[src/design/slcc_pkg.sv]
`timescale 1ns / 1ps
// shared types, codes and command table of the serial led command controller
package slcc_pkg;

	localparam int BYTE_W      = 8;
	localparam int NUM_LEDS    = 3;
	localparam int NUM_CMDS    = 11;
	localparam int MAX_CMD_LEN = 10;
	localparam int CMD_LEN_W   = $clog2(MAX_CMD_LEN + 1);
	localparam int BUF_IDX_W   = $clog2(MAX_CMD_LEN);
	localparam int PERIOD_W    = 8;
	localparam int CFG_IDX_W   = 1;
	localparam int CFG_DATA_W  = 8;

	// operation codes
	localparam logic [1:0] OP_RX    = 2'd0;
	localparam logic [1:0] OP_TICK  = 2'd1;
	localparam logic [1:0] OP_PRESS = 2'd2;

	// speed message codes
	localparam logic [1:0] SPEED_NONE = 2'd0;
	localparam logic [1:0] SPEED_FAST = 2'd1;
	localparam logic [1:0] SPEED_SLOW = 2'd2;

	// configuration register indexes
	localparam logic [CFG_IDX_W-1:0] CFG_FAST_PERIOD = 1'b0;
	localparam logic [CFG_IDX_W-1:0] CFG_SLOW_PERIOD = 1'b1;

	localparam logic [PERIOD_W-1:0] FAST_PERIOD_RESET = 8'd1;
	localparam logic [PERIOD_W-1:0] SLOW_PERIOD_RESET = 8'd5;

	localparam logic [BYTE_W-1:0] CHAR_CR = 8'h0d;
	localparam logic [BYTE_W-1:0] CHAR_LF = 8'h0a;

	typedef enum logic [1:0] {
		ACT_ON    = 2'd0,
		ACT_OFF   = 2'd1,
		ACT_BLINK = 2'd2
	} action_t;

	typedef struct packed {
		logic [1:0]        operation;
		logic [BYTE_W-1:0] rx_byte;
	} in_item_t;

	typedef struct packed {
		logic [NUM_LEDS-1:0] led_levels;
		logic                echo_valid;
		logic [BYTE_W-1:0]   echo_byte;
		logic                overflow_newline;
		logic                unknown_command;
		logic                prompt;
		logic [1:0]          speed_message;
	} out_item_t;

	// command text is left-justified: character 0 sits in the top byte
	typedef struct packed {
		logic [MAX_CMD_LEN*BYTE_W-1:0] text;
		logic [CMD_LEN_W-1:0]          len;
		logic [NUM_LEDS-1:0]           mask;
		action_t                       action;
	} cmd_entry_t;

	typedef struct packed {
		logic                hit;
		logic [NUM_LEDS-1:0] mask;
		action_t             action;
	} match_t;

	typedef struct packed {
		logic tick;
		logic press;
	} timer_event_t;

	typedef struct packed {
		logic toggle;
		logic slow_next;
	} timer_status_t;

	localparam cmd_entry_t CMD_TABLE [NUM_CMDS] = '{
		'{ {"LED1 ON",    24'h0}, 4'd7,  3'b001, ACT_ON    },
		'{ {"LED1 OFF",   16'h0}, 4'd8,  3'b001, ACT_OFF   },
		'{ {"LED1 BLINK"       }, 4'd10, 3'b001, ACT_BLINK },
		'{ {"LED2 ON",    24'h0}, 4'd7,  3'b010, ACT_ON    },
		'{ {"LED2 OFF",   16'h0}, 4'd8,  3'b010, ACT_OFF   },
		'{ {"LED2 BLINK"       }, 4'd10, 3'b010, ACT_BLINK },
		'{ {"LED3 ON",    24'h0}, 4'd7,  3'b100, ACT_ON    },
		'{ {"LED3 OFF",   16'h0}, 4'd8,  3'b100, ACT_OFF   },
		'{ {"LED3 BLINK"       }, 4'd10, 3'b100, ACT_BLINK },
		'{ {"ALL ON",     32'h0}, 4'd6,  3'b111, ACT_ON    },
		'{ {"ALL OFF",    24'h0}, 4'd7,  3'b111, ACT_OFF   }
	};

endpackage

[src/design/slcc_cmd_match.sv]
`timescale 1ns / 1ps
// exact match of the buffered line against the command table
module slcc_cmd_match #(
	parameter int LEN_W = 6
) (
	input  logic [slcc_pkg::MAX_CMD_LEN-1:0][slcc_pkg::BYTE_W-1:0] line_bytes,
	input  logic [LEN_W-1:0]                                        line_len,
	output slcc_pkg::match_t                                        match
);

	logic [slcc_pkg::NUM_CMDS-1:0] hit_vec;

	always_comb begin
		for (int k = 0; k < slcc_pkg::NUM_CMDS; k++) begin
			hit_vec[k] = (line_len == LEN_W'(slcc_pkg::CMD_TABLE[k].len));
			for (int i = 0; i < slcc_pkg::MAX_CMD_LEN; i++) begin
				if (i < int'(slcc_pkg::CMD_TABLE[k].len) &&
				    line_bytes[i] != slcc_pkg::CMD_TABLE[k].text[
				        (slcc_pkg::MAX_CMD_LEN - 1 - i) * slcc_pkg::BYTE_W +: slcc_pkg::BYTE_W]) begin
					hit_vec[k] = 1'b0;
				end
			end
		end
	end

	// commands are distinct, first hit wins
	always_comb begin
		match = '{hit: 1'b0, mask: '0, action: slcc_pkg::ACT_ON};
		for (int k = slcc_pkg::NUM_CMDS - 1; k >= 0; k--) begin
			if (hit_vec[k]) begin
				match.hit    = 1'b1;
				match.mask   = slcc_pkg::CMD_TABLE[k].mask;
				match.action = slcc_pkg::CMD_TABLE[k].action;
			end
		end
	end

endmodule

[src/design/slcc_blink_timer.sv]
`timescale 1ns / 1ps
// blink tick counter and fast/slow speed select
module slcc_blink_timer (
	input  logic                              clk,
	input  logic                              arst_n,
	input  logic [slcc_pkg::PERIOD_W-1:0]     fast_period,
	input  logic [slcc_pkg::PERIOD_W-1:0]     slow_period,
	input  slcc_pkg::timer_event_t            ev,
	output slcc_pkg::timer_status_t           status
);

	logic [slcc_pkg::PERIOD_W-1:0] tick_count_q;
	logic                          slow_q;
	logic [slcc_pkg::PERIOD_W-1:0] period;

	assign period           = slow_q ? slow_period : fast_period;
	// also fires when a lowered period left the count above it
	assign status.toggle    = (tick_count_q >= period);
	assign status.slow_next = ~slow_q;

	always_ff @(posedge clk or negedge arst_n) begin
		if (!arst_n) begin
			tick_count_q <= '0;
			slow_q       <= 1'b0;
		end else if (ev.press) begin
			tick_count_q <= '0;
			slow_q       <= ~slow_q;
		end else if (ev.tick) begin
			if (status.toggle) begin
				tick_count_q <= '0;
			end else begin
				tick_count_q <= tick_count_q + 1'b1;
			end
		end
	end

endmodule

[src/design/serial_led_command_controller_unit.sv]
`timescale 1ns / 1ps
// top level of the serial led command controller
//
// each input transaction is one event: a received byte, a blink timer tick or
// a speed button press, and each produces exactly one output transaction that
// carries the led levels after the event together with the echo, overflow,
// unknown command, prompt and speed message flags. the block takes one
// transaction per clock cycle for as long as the output side keeps taking
// results; a transaction goes through an input register and a result
// register, and the result register drives the output. a line ends on cr
// or lf and is matched exactly against the eleven commands (LEDn ON,
// LEDn OFF, LEDn BLINK, ALL ON, ALL OFF); anything else, an empty line
// included, reports unknown. a byte arriving with LINE_CAPACITY bytes
// buffered is echoed but dropped, and the line is aborted with a forced
// newline. blinking leds toggle every period+1 ticks; the button swaps fast
// and slow period and drops any partial line. the two period registers are
// written through cfg_we / cfg_index / cfg_wdata; the user must write them
// only while the block is idle, the block itself does not enforce it
module serial_led_command_controller_unit #(
	parameter int LINE_CAPACITY = 32
) (
	input  logic                               clk,
	input  logic                               arst_n,
	input  logic                               in_valid,
	output logic                               in_ready,
	input  slcc_pkg::in_item_t                 in_data,
	output logic                               out_valid,
	input  logic                               out_ready,
	output slcc_pkg::out_item_t                out_data,
	input  logic                               cfg_we,
	input  logic [slcc_pkg::CFG_IDX_W-1:0]     cfg_index,
	input  logic [slcc_pkg::CFG_DATA_W-1:0]    cfg_wdata
);

	localparam int LEN_W = $clog2(LINE_CAPACITY + 1);

	// configuration registers
	logic [slcc_pkg::PERIOD_W-1:0] fast_period_q;
	logic [slcc_pkg::PERIOD_W-1:0] slow_period_q;

	// input stage
	logic               valid_s1;
	slcc_pkg::in_item_t item_s1;
	logic               advance;

	// block state
	logic [LEN_W-1:0]                   line_len_q;
	logic [slcc_pkg::NUM_LEDS-1:0]      led_q;
	logic [slcc_pkg::NUM_LEDS-1:0]      blink_q;
	// only the first command-length bytes can ever decide a match
	logic [slcc_pkg::MAX_CMD_LEN-1:0][slcc_pkg::BYTE_W-1:0] line_buf_q;

	// result stage
	logic                valid_s2;
	slcc_pkg::out_item_t result_s2;

	// next-state logic
	slcc_pkg::match_t              match;
	slcc_pkg::timer_event_t        timer_ev;
	slcc_pkg::timer_status_t       timer_st;
	logic                          is_rx;
	logic                          is_eol;
	logic                          line_full;
	logic                          buf_write;
	logic [LEN_W-1:0]              line_len_next;
	logic [slcc_pkg::NUM_LEDS-1:0] led_next;
	logic [slcc_pkg::NUM_LEDS-1:0] blink_next;
	slcc_pkg::out_item_t           result_next;

	// ---------------------------------------------------------------- config
	always_ff @(posedge clk or negedge arst_n) begin
		if (!arst_n) begin
			fast_period_q <= slcc_pkg::FAST_PERIOD_RESET;
			slow_period_q <= slcc_pkg::SLOW_PERIOD_RESET;
		end else if (cfg_we) begin
			case (cfg_index)
				slcc_pkg::CFG_FAST_PERIOD: fast_period_q <= cfg_wdata;
				slcc_pkg::CFG_SLOW_PERIOD: slow_period_q <= cfg_wdata;
				default: ;
			endcase
		end
	end

	// ------------------------------------------------------------ handshake
	// the stage 1 transaction moves on when the result register is free or its result is taken
	assign advance  = valid_s1 && (!valid_s2 || out_ready);
	assign in_ready = !valid_s1 || advance;

	always_ff @(posedge clk or negedge arst_n) begin
		if (!arst_n) begin
			valid_s1 <= 1'b0;
		end else if (in_ready) begin
			valid_s1 <= in_valid;
		end
	end

	always_ff @(posedge clk) begin
		if (in_ready && in_valid) begin
			item_s1 <= in_data;
		end
	end

	// --------------------------------------------------------- line matcher
	slcc_cmd_match #(
		.LEN_W (LEN_W)
	) u_match (
		.line_bytes (line_buf_q),
		.line_len   (line_len_q),
		.match      (match)
	);

	// ----------------------------------------------------------- blink timer
	assign timer_ev.tick  = advance && (item_s1.operation == slcc_pkg::OP_TICK);
	assign timer_ev.press = advance && (item_s1.operation == slcc_pkg::OP_PRESS);

	slcc_blink_timer u_timer (
		.clk         (clk),
		.arst_n      (arst_n),
		.fast_period (fast_period_q),
		.slow_period (slow_period_q),
		.ev          (timer_ev),
		.status      (timer_st)
	);

	// ------------------------------------------------------ event processing
	assign is_rx     = (item_s1.operation == slcc_pkg::OP_RX);
	assign is_eol    = (item_s1.rx_byte == slcc_pkg::CHAR_CR) ||
	                   (item_s1.rx_byte == slcc_pkg::CHAR_LF);
	assign line_full = (line_len_q >= LEN_W'(LINE_CAPACITY));

	always_comb begin
		line_len_next = line_len_q;
		led_next      = led_q;
		blink_next    = blink_q;
		buf_write     = 1'b0;
		result_next   = '0;

		case (item_s1.operation)
			slcc_pkg::OP_RX: begin
				result_next.echo_valid = 1'b1;
				result_next.echo_byte  = item_s1.rx_byte;
				if (line_full) begin
					// overflow: byte dropped, line aborted with a newline
					result_next.overflow_newline = 1'b1;
					result_next.unknown_command  = 1'b1;
					result_next.prompt           = 1'b1;
					line_len_next                = '0;
				end else if (is_eol) begin
					result_next.prompt          = 1'b1;
					result_next.unknown_command = !match.hit;
					line_len_next               = '0;
					if (match.hit) begin
						case (match.action)
							slcc_pkg::ACT_ON: begin
								led_next   = led_q | match.mask;
								blink_next = blink_q & ~match.mask;
							end
							slcc_pkg::ACT_OFF: begin
								led_next   = led_q & ~match.mask;
								blink_next = blink_q & ~match.mask;
							end
							slcc_pkg::ACT_BLINK: begin
								blink_next = blink_q | match.mask;
							end
							default: ;
						endcase
					end
				end else begin
					buf_write     = (line_len_q < LEN_W'(slcc_pkg::MAX_CMD_LEN));
					line_len_next = line_len_q + 1'b1;
				end
			end
			slcc_pkg::OP_TICK: begin
				if (timer_st.toggle) begin
					led_next = led_q ^ blink_q;
				end
			end
			slcc_pkg::OP_PRESS: begin
				// partial line dropped, timer side flips the speed
				line_len_next             = '0;
				result_next.speed_message = timer_st.slow_next ? slcc_pkg::SPEED_SLOW
				                                               : slcc_pkg::SPEED_FAST;
			end
			default: ;
		endcase

		result_next.led_levels = led_next;
	end

	// ----------------------------------------------------------- state update
	always_ff @(posedge clk or negedge arst_n) begin
		if (!arst_n) begin
			line_len_q <= '0;
			led_q      <= '0;
			blink_q    <= '0;
		end else if (advance) begin
			line_len_q <= line_len_next;
			led_q      <= led_next;
			blink_q    <= blink_next;
		end
	end

	// line bytes hold no reset, only entries below the length are compared
	always_ff @(posedge clk) begin
		if (advance && is_rx && buf_write) begin
			line_buf_q[line_len_q[slcc_pkg::BUF_IDX_W-1:0]] <= item_s1.rx_byte;
		end
	end

	// --------------------------------------------------------- result stage
	always_ff @(posedge clk or negedge arst_n) begin
		if (!arst_n) begin
			valid_s2 <= 1'b0;
		end else if (advance) begin
			valid_s2 <= 1'b1;
		end else if (out_ready) begin
			valid_s2 <= 1'b0;
		end
	end

	always_ff @(posedge clk) begin
		if (advance) begin
			result_s2 <= result_next;
		end
	end

	assign out_valid = valid_s2;
	assign out_data  = result_s2;

	// ------------------------------------------------------------ assertions
`ifndef SYNTHESIS
	a_len_in_range: assert property (@(posedge clk) disable iff (!arst_n)
		line_len_q <= LEN_W'(LINE_CAPACITY))
		else $error("line length beyond capacity");

	a_press_clears_line: assert property (@(posedge clk) disable iff (!arst_n)
		timer_ev.press |=> (line_len_q == '0))
		else $error("button press left a partial line");

	a_overflow_flags: assert property (@(posedge clk) disable iff (!arst_n)
		(valid_s2 && result_s2.overflow_newline) |->
		(result_s2.unknown_command && result_s2.prompt && result_s2.echo_valid))
		else $error("overflow result without unknown, prompt and echo");

	a_echo_no_speed: assert property (@(posedge clk) disable iff (!arst_n)
		(valid_s2 && result_s2.echo_valid) |->
		(result_s2.speed_message == slcc_pkg::SPEED_NONE))
		else $error("echo and speed message in one result");
`endif

endmodule
[config.mk]
export PLATFORM = sky130hd
export DESIGN_NAME = serial_led_command_controller_unit
export DESIGN_NICKNAME = d
export VERILOG_FILES = /design/src/design/slcc_pkg.sv /design/src/design/slcc_cmd_match.sv /design/src/design/slcc_blink_timer.sv /design/src/design/serial_led_command_controller_unit.sv
export SDC_FILE = /design/constraint.sdc
export NUM_CORES = 1
export LEC_CHECK = 0
export BUFFER_PORTS_ARGS = -buffer_cell sky130_fd_sc_hd__buf_4
export CORE_ASPECT_RATIO = 1.25
export CORE_UTILIZATION = 50
export DETAILED_ROUTE_END_ITERATION = 12
export HOLD_SLACK_MARGIN = 0.15
export PLACE_DENSITY_LB_ADDON = 0.08
export SYNTH_ARGS = -nofsm -noshare
export SYNTH_HDL_FRONTEND = slang
export SYNTH_SLANG_ARGS = --single-unit
[constraint.sdc]
create_clock -name clk -period 2.5 [get_ports clk]
set_clock_uncertainty 0.15 [all_clocks]
set_input_delay 0.25 -clock clk [delete_from_list [all_inputs] [get_ports clk]]
set_output_delay 0.25 -clock clk [all_outputs]
set_load 0.01 [all_outputs]
==> insert_results.sql <==
INSERT INTO impl_metrics (metric_group, metric, value, unit) VALUES
('setup_path', 'endpoint_kind', 'flop', ''),
('layout', 'mostFrequentLayoutCell', 'sky130_fd_sc_hd__buf_4', ''),
('die', 'chipHeight', '128.8', 'um'),
('cts', 'maximum_clock_insertion_buffer_count', '2', ''),
('timing', 'layout_worst_path_cycle_share', '1.147', ''),
('timing', 'setup_viol', '16', ''),
('logic_synthesis', 'yosysWarnings', '0', ''),
('layout', 'n_antenna_cell', '0', ''),
('global_routing', 'first_global_vias', '4684', ''),
('place', 'hpwlAfterDp', '10280', 'um'),
('global_routing', 'antenna_violations_before_repair', '0', ''),
('cts', 'cts-buffers-inserted', '17', ''),
('cts', 'cts_tree', 'done', ''),
('timing', 'final_max_slew_viol_count', '0', ''),
('route', 'detail_route.wl_per_cell', '18.12', 'um'),
('route', 'detail_route.iter0.violations', '208', ''),
('layout', 'seq_area', '0.004193', 'mm^2'),
('setup_path', 'timing.critical_path.fanout_max', '3', ''),
('timing', 'finalHoldViolCount', '0', ''),
('cts', 'clock_pin_slew_on_the_worst_setup_and_hold_paths', '0.06', 'ns'),
('layout', 'final_cell_mix', 'sky130_fd_sc_hd__buf_4, sky130_fd_sc_hd__edfxtp_1, sky130_fd_sc_hd__dfrtp_1', ''),
('logic_synthesis', 'netlist_cell_types', '70', ''),
('cts', 'worst_skew_pair.late_latency', '0.43', 'ns'),
('layout', 'design.final.nets', '663', ''),
('route', 'remaining_drc_errors', '0', ''),
('layout', 'layout.filler_cells', '865', ''),
('die', 'initial_utilization', '0.5217', ''),
('worst_hold_path', 'hold_class', 'in2async', ''),
('die', 'width_of_the_die', '103.5', 'um'),
('layout', 'multi_input_area', '0.002286', 'mm^2'),
('timing', 'maxClockFrequency', '348.8', 'MHz'),
('logic_synthesis', 'synth_seq_area_share', '0.6518', ''),
('global_routing', 'globalRouteTotalUtil', '0.2377', ''),
('route', 'dr.pass1.iters', '4', ''),
('timing', 'worstMarginPinSlew', '0.7022', 'ns'),
('die', 'fp.dieArea', '0.01333', 'mm^2'),
('layout', 'fraction_of_final_layout_cells_sized_beyond_drive_strength_1', '0.3521', ''),
('die', 'core_box_area', '0.01233', 'mm^2'),
('die', 'fp-row-count', '45', ''),
('route', 'maxUsedRoutingLayer', 'met4', ''),
('logic_synthesis', 'cells_after_synthesis', '461', ''),
('logic_synthesis', 'synthArstFlopShare', '0.2671', ''),
('logic_synthesis', 'synth_nets', '498', ''),
('timing', 'finalSetupTns', '-3.391', 'ns'),
('route', 'routed_via_density', '5.564', ''),
('logic_synthesis', 'synth_edf_count', '107', ''),
('timing', 'whs', '0.1826', 'ns'),
('global_routing', 'overflow', '0', ''),
('timing', 'rsz0062_at_grt', 'true', ''),
('route', 'met2_length', '7935', 'um'),
('power', 'leakagePower', '3.366', 'nW'),
('timing', 'post-route-min-period', '2.867', 'ns'),
('place', 'placement.cell_area', '0.007631', 'mm^2'),
('power', 'power.ir.vdd_worst', '507.5', 'uV'),
('power', 'finalPower', '6.096', 'mW'),
('setup_path', 'cp_data_arrival_time', '2.86', 'ns'),
('logic_synthesis', 'yosys_most_used_dff', 'sky130_fd_sc_hd__edfxtp_1', ''),
('route', 'drt.antenna.violating_nets', '0', ''),
('global_routing', 'first_pass_grt_wire_length', '22600', 'um'),
('setup_path', 'crit_path_start_kind', 'flop', ''),
('outcome', 'failed_checks', 'setup timing', ''),
('place', 'numPortBuffers', '42', ''),
('timing', 'timing.final.ws_setup', '-0.3669', 'ns'),
('logic_synthesis', 'ys_seq_elements', '146', ''),
('global_routing', 'grt_start_max_net_pins', '40', ''),
('route', 'drt-total-wl', '14550', 'um'),
('setup_path', 'worstSetupPathType', 'reg2reg', ''),
('layout', 'layout.cell_area.non_filler', '0.008603', 'mm^2'),
('logic_synthesis', 'postSynthAreaPerCell', '13.95', 'um^2'),
('route', 'wl_met3', '378', 'um'),
('layout', 'final_core_utilization', '0.6977', ''),
('cts', 'tritoncts_num_sinks', '146', ''),
('cts', 'ctsHtreeMaxLevel', '4', ''),
('route', 'via_count', '4468', ''),
('die', 'top_level_ports', '43', ''),
('layout', 'syn_to_final_growth', '33.75', '%'),
('cts', 'cts_root_buf', 'sky130_fd_sc_hd__clkbuf_16', ''),
('outcome', 'outcome', 'complete, but fails checks', ''),
('place', 'gp_congestion', '0.9053', ''),
('setup_path', 'worstPathRequired', '2.50', 'ns'),
('logic_synthesis', 'mappedNetlistArea', '0.006432', 'mm^2'),
('timing', 'slew_headroom', '0.5309', ''),
('power', 'total_power_divided_by_cell_area', '708.5', 'mW/mm^2'),
('job', 'drv_cap', '0', ''),
('route', 'met1_length', '5884', 'um');
flip-flops by register name, indices dropped and copies added (netlist names), named ones only:
signal                flops
out_data                 17
u_timer.slow_q            1
line_buf_q               80
line_len_q                6
slow_period_q             8
fast_period_q             8
out_valid                 1
led_q                     3
u_timer.tick_count_q      8
item_s1                  10
valid_s1                  1
power by group:
part	internal [mW]	switching, mW
clock	1.28	1.02
sequential	2.75	0.0861
combinational	0.524	0.444
total	4.55	1.55
area by class of cell:
cell class | instances | share of cell area
Sequential cell | 146 | 0.4873
Multi-Input combinational cell | 295 | 0.2657
Timing Repair Buffer | 155 | 0.1559
Clock buffer | 18 | 0.04988
Tap cell | 164 | 0.02385
Clock inverter | 14 | 0.01251
Inverter | 11 | 0.004799
timing repair:
| action | CTS | global route |
|---|---|---|
| endpoints found under the hold margin | 67 | 0 |
| resized for setup | 26 | 11 |
| hold buffers | 22 | 0 |
| buffers inserted | 4 | 4 |
| pin swaps | 13 | 8 |
| endpoints found under the setup margin | 96 | 98 |
path summary, 6_finish.rpt:
path                                  start          endpoint  slack [ns]  cells past startpoint
min in group clk                  cfg_index  fast_period_q[7]        0.19                      3
min reg2reg                fast_period_q[2]  fast_period_q[2]        0.36                      1
min                                  arst_n     line_len_q[0]        0.18                      2
max                          line_buf_q[30]      out_data[15]       -0.37                      7
max reg2reg                  line_buf_q[30]      out_data[15]       -0.37                      7
max in group asynchronous            arst_n  slow_period_q[0]        1.66                      2
synth_stat cells, types with 6 or more instances:
library cell                 n  area, um^2
sky130_fd_sc_hd__nor2_1     20       75.07
sky130_fd_sc_hd__edfxtp_1  107        3213
sky130_fd_sc_hd__nor4_1      9       56.30
sky130_fd_sc_hd__nor4b_1    11       96.34
sky130_fd_sc_hd__nor3_1     14       70.07
sky130_fd_sc_hd__o21ai_0    11       55.05
sky130_fd_sc_hd__nand4_1    13       81.33
sky130_fd_sc_hd__nor4bb_1    8       80.08
sky130_fd_sc_hd__and3_1     19       118.9
sky130_fd_sc_hd__inv_1      10       37.54
sky130_fd_sc_hd__and2_1     13       81.33
sky130_fd_sc_hd__mux2i_1     9       90.09
sky130_fd_sc_hd__nand2_1    22       82.58
sky130_fd_sc_hd__dfrtp_1    36       900.9
sky130_fd_sc_hd__mux2_2     19       214.0
sky130_fd_sc_hd__clkbuf_1    7       26.28
sky130_fd_sc_hd__nand3_1    14       70.07
sky130_fd_sc_hd__nor2b_1     8       50.05
sky130_fd_sc_hd__nand2b_1    6       37.54
sky130_fd_sc_hd__ha_1       13       162.7
worst max-delay path, cell delays in order, from the launching register on:
cell and delay, ns:
sky130_fd_sc_hd__edfxtp_1 0.38, sky130_fd_sc_hd__or4b_4 0.56, sky130_fd_sc_hd__nor2_2 0.11, sky130_fd_sc_hd__nand2_1 0.08, sky130_fd_sc_hd__or4b_1 0.52, sky130_fd_sc_hd__o32a_1 0.40, sky130_fd_sc_hd__o211ai_1 0.23, sky130_fd_sc_hd__o2111ai_1 0.16
metal layers:
| metal | up-vias | global-route usage |
|---|---|---|
| li1 | 2148 | - |
| met1 | 2202 | 0.2608 |
| met2 | 90 | 0.4266 |
| met3 | 28 | 0.04889 |
| met4 | 0 | 0.1226 |
| met5 | - | 0 |
kinds of logic after synthesis:
group | Yosys count | synth area share
xor gates and xnor gates | 2 | 0.002724
DFF | 146 | 0.6518
adders and majority gates | 13 | 0.02529
AOI/OAI and AO/OA | 56 | 0.06263
and+or+nand+nor | 196 | 0.1968
buffers and inverters | 20 | 0.01342
muxes | 28 | 0.04727
metrics by stage:
stage               setup WS (ns)  instances
global placement          -0.3069        741
detailed placement        -0.3849        741
floorplan                 -0.1381        461
CTS                       -0.2697        799
finish                    -0.3669        803
global route              -0.4653        803
(Power assumes the default switching activity.)
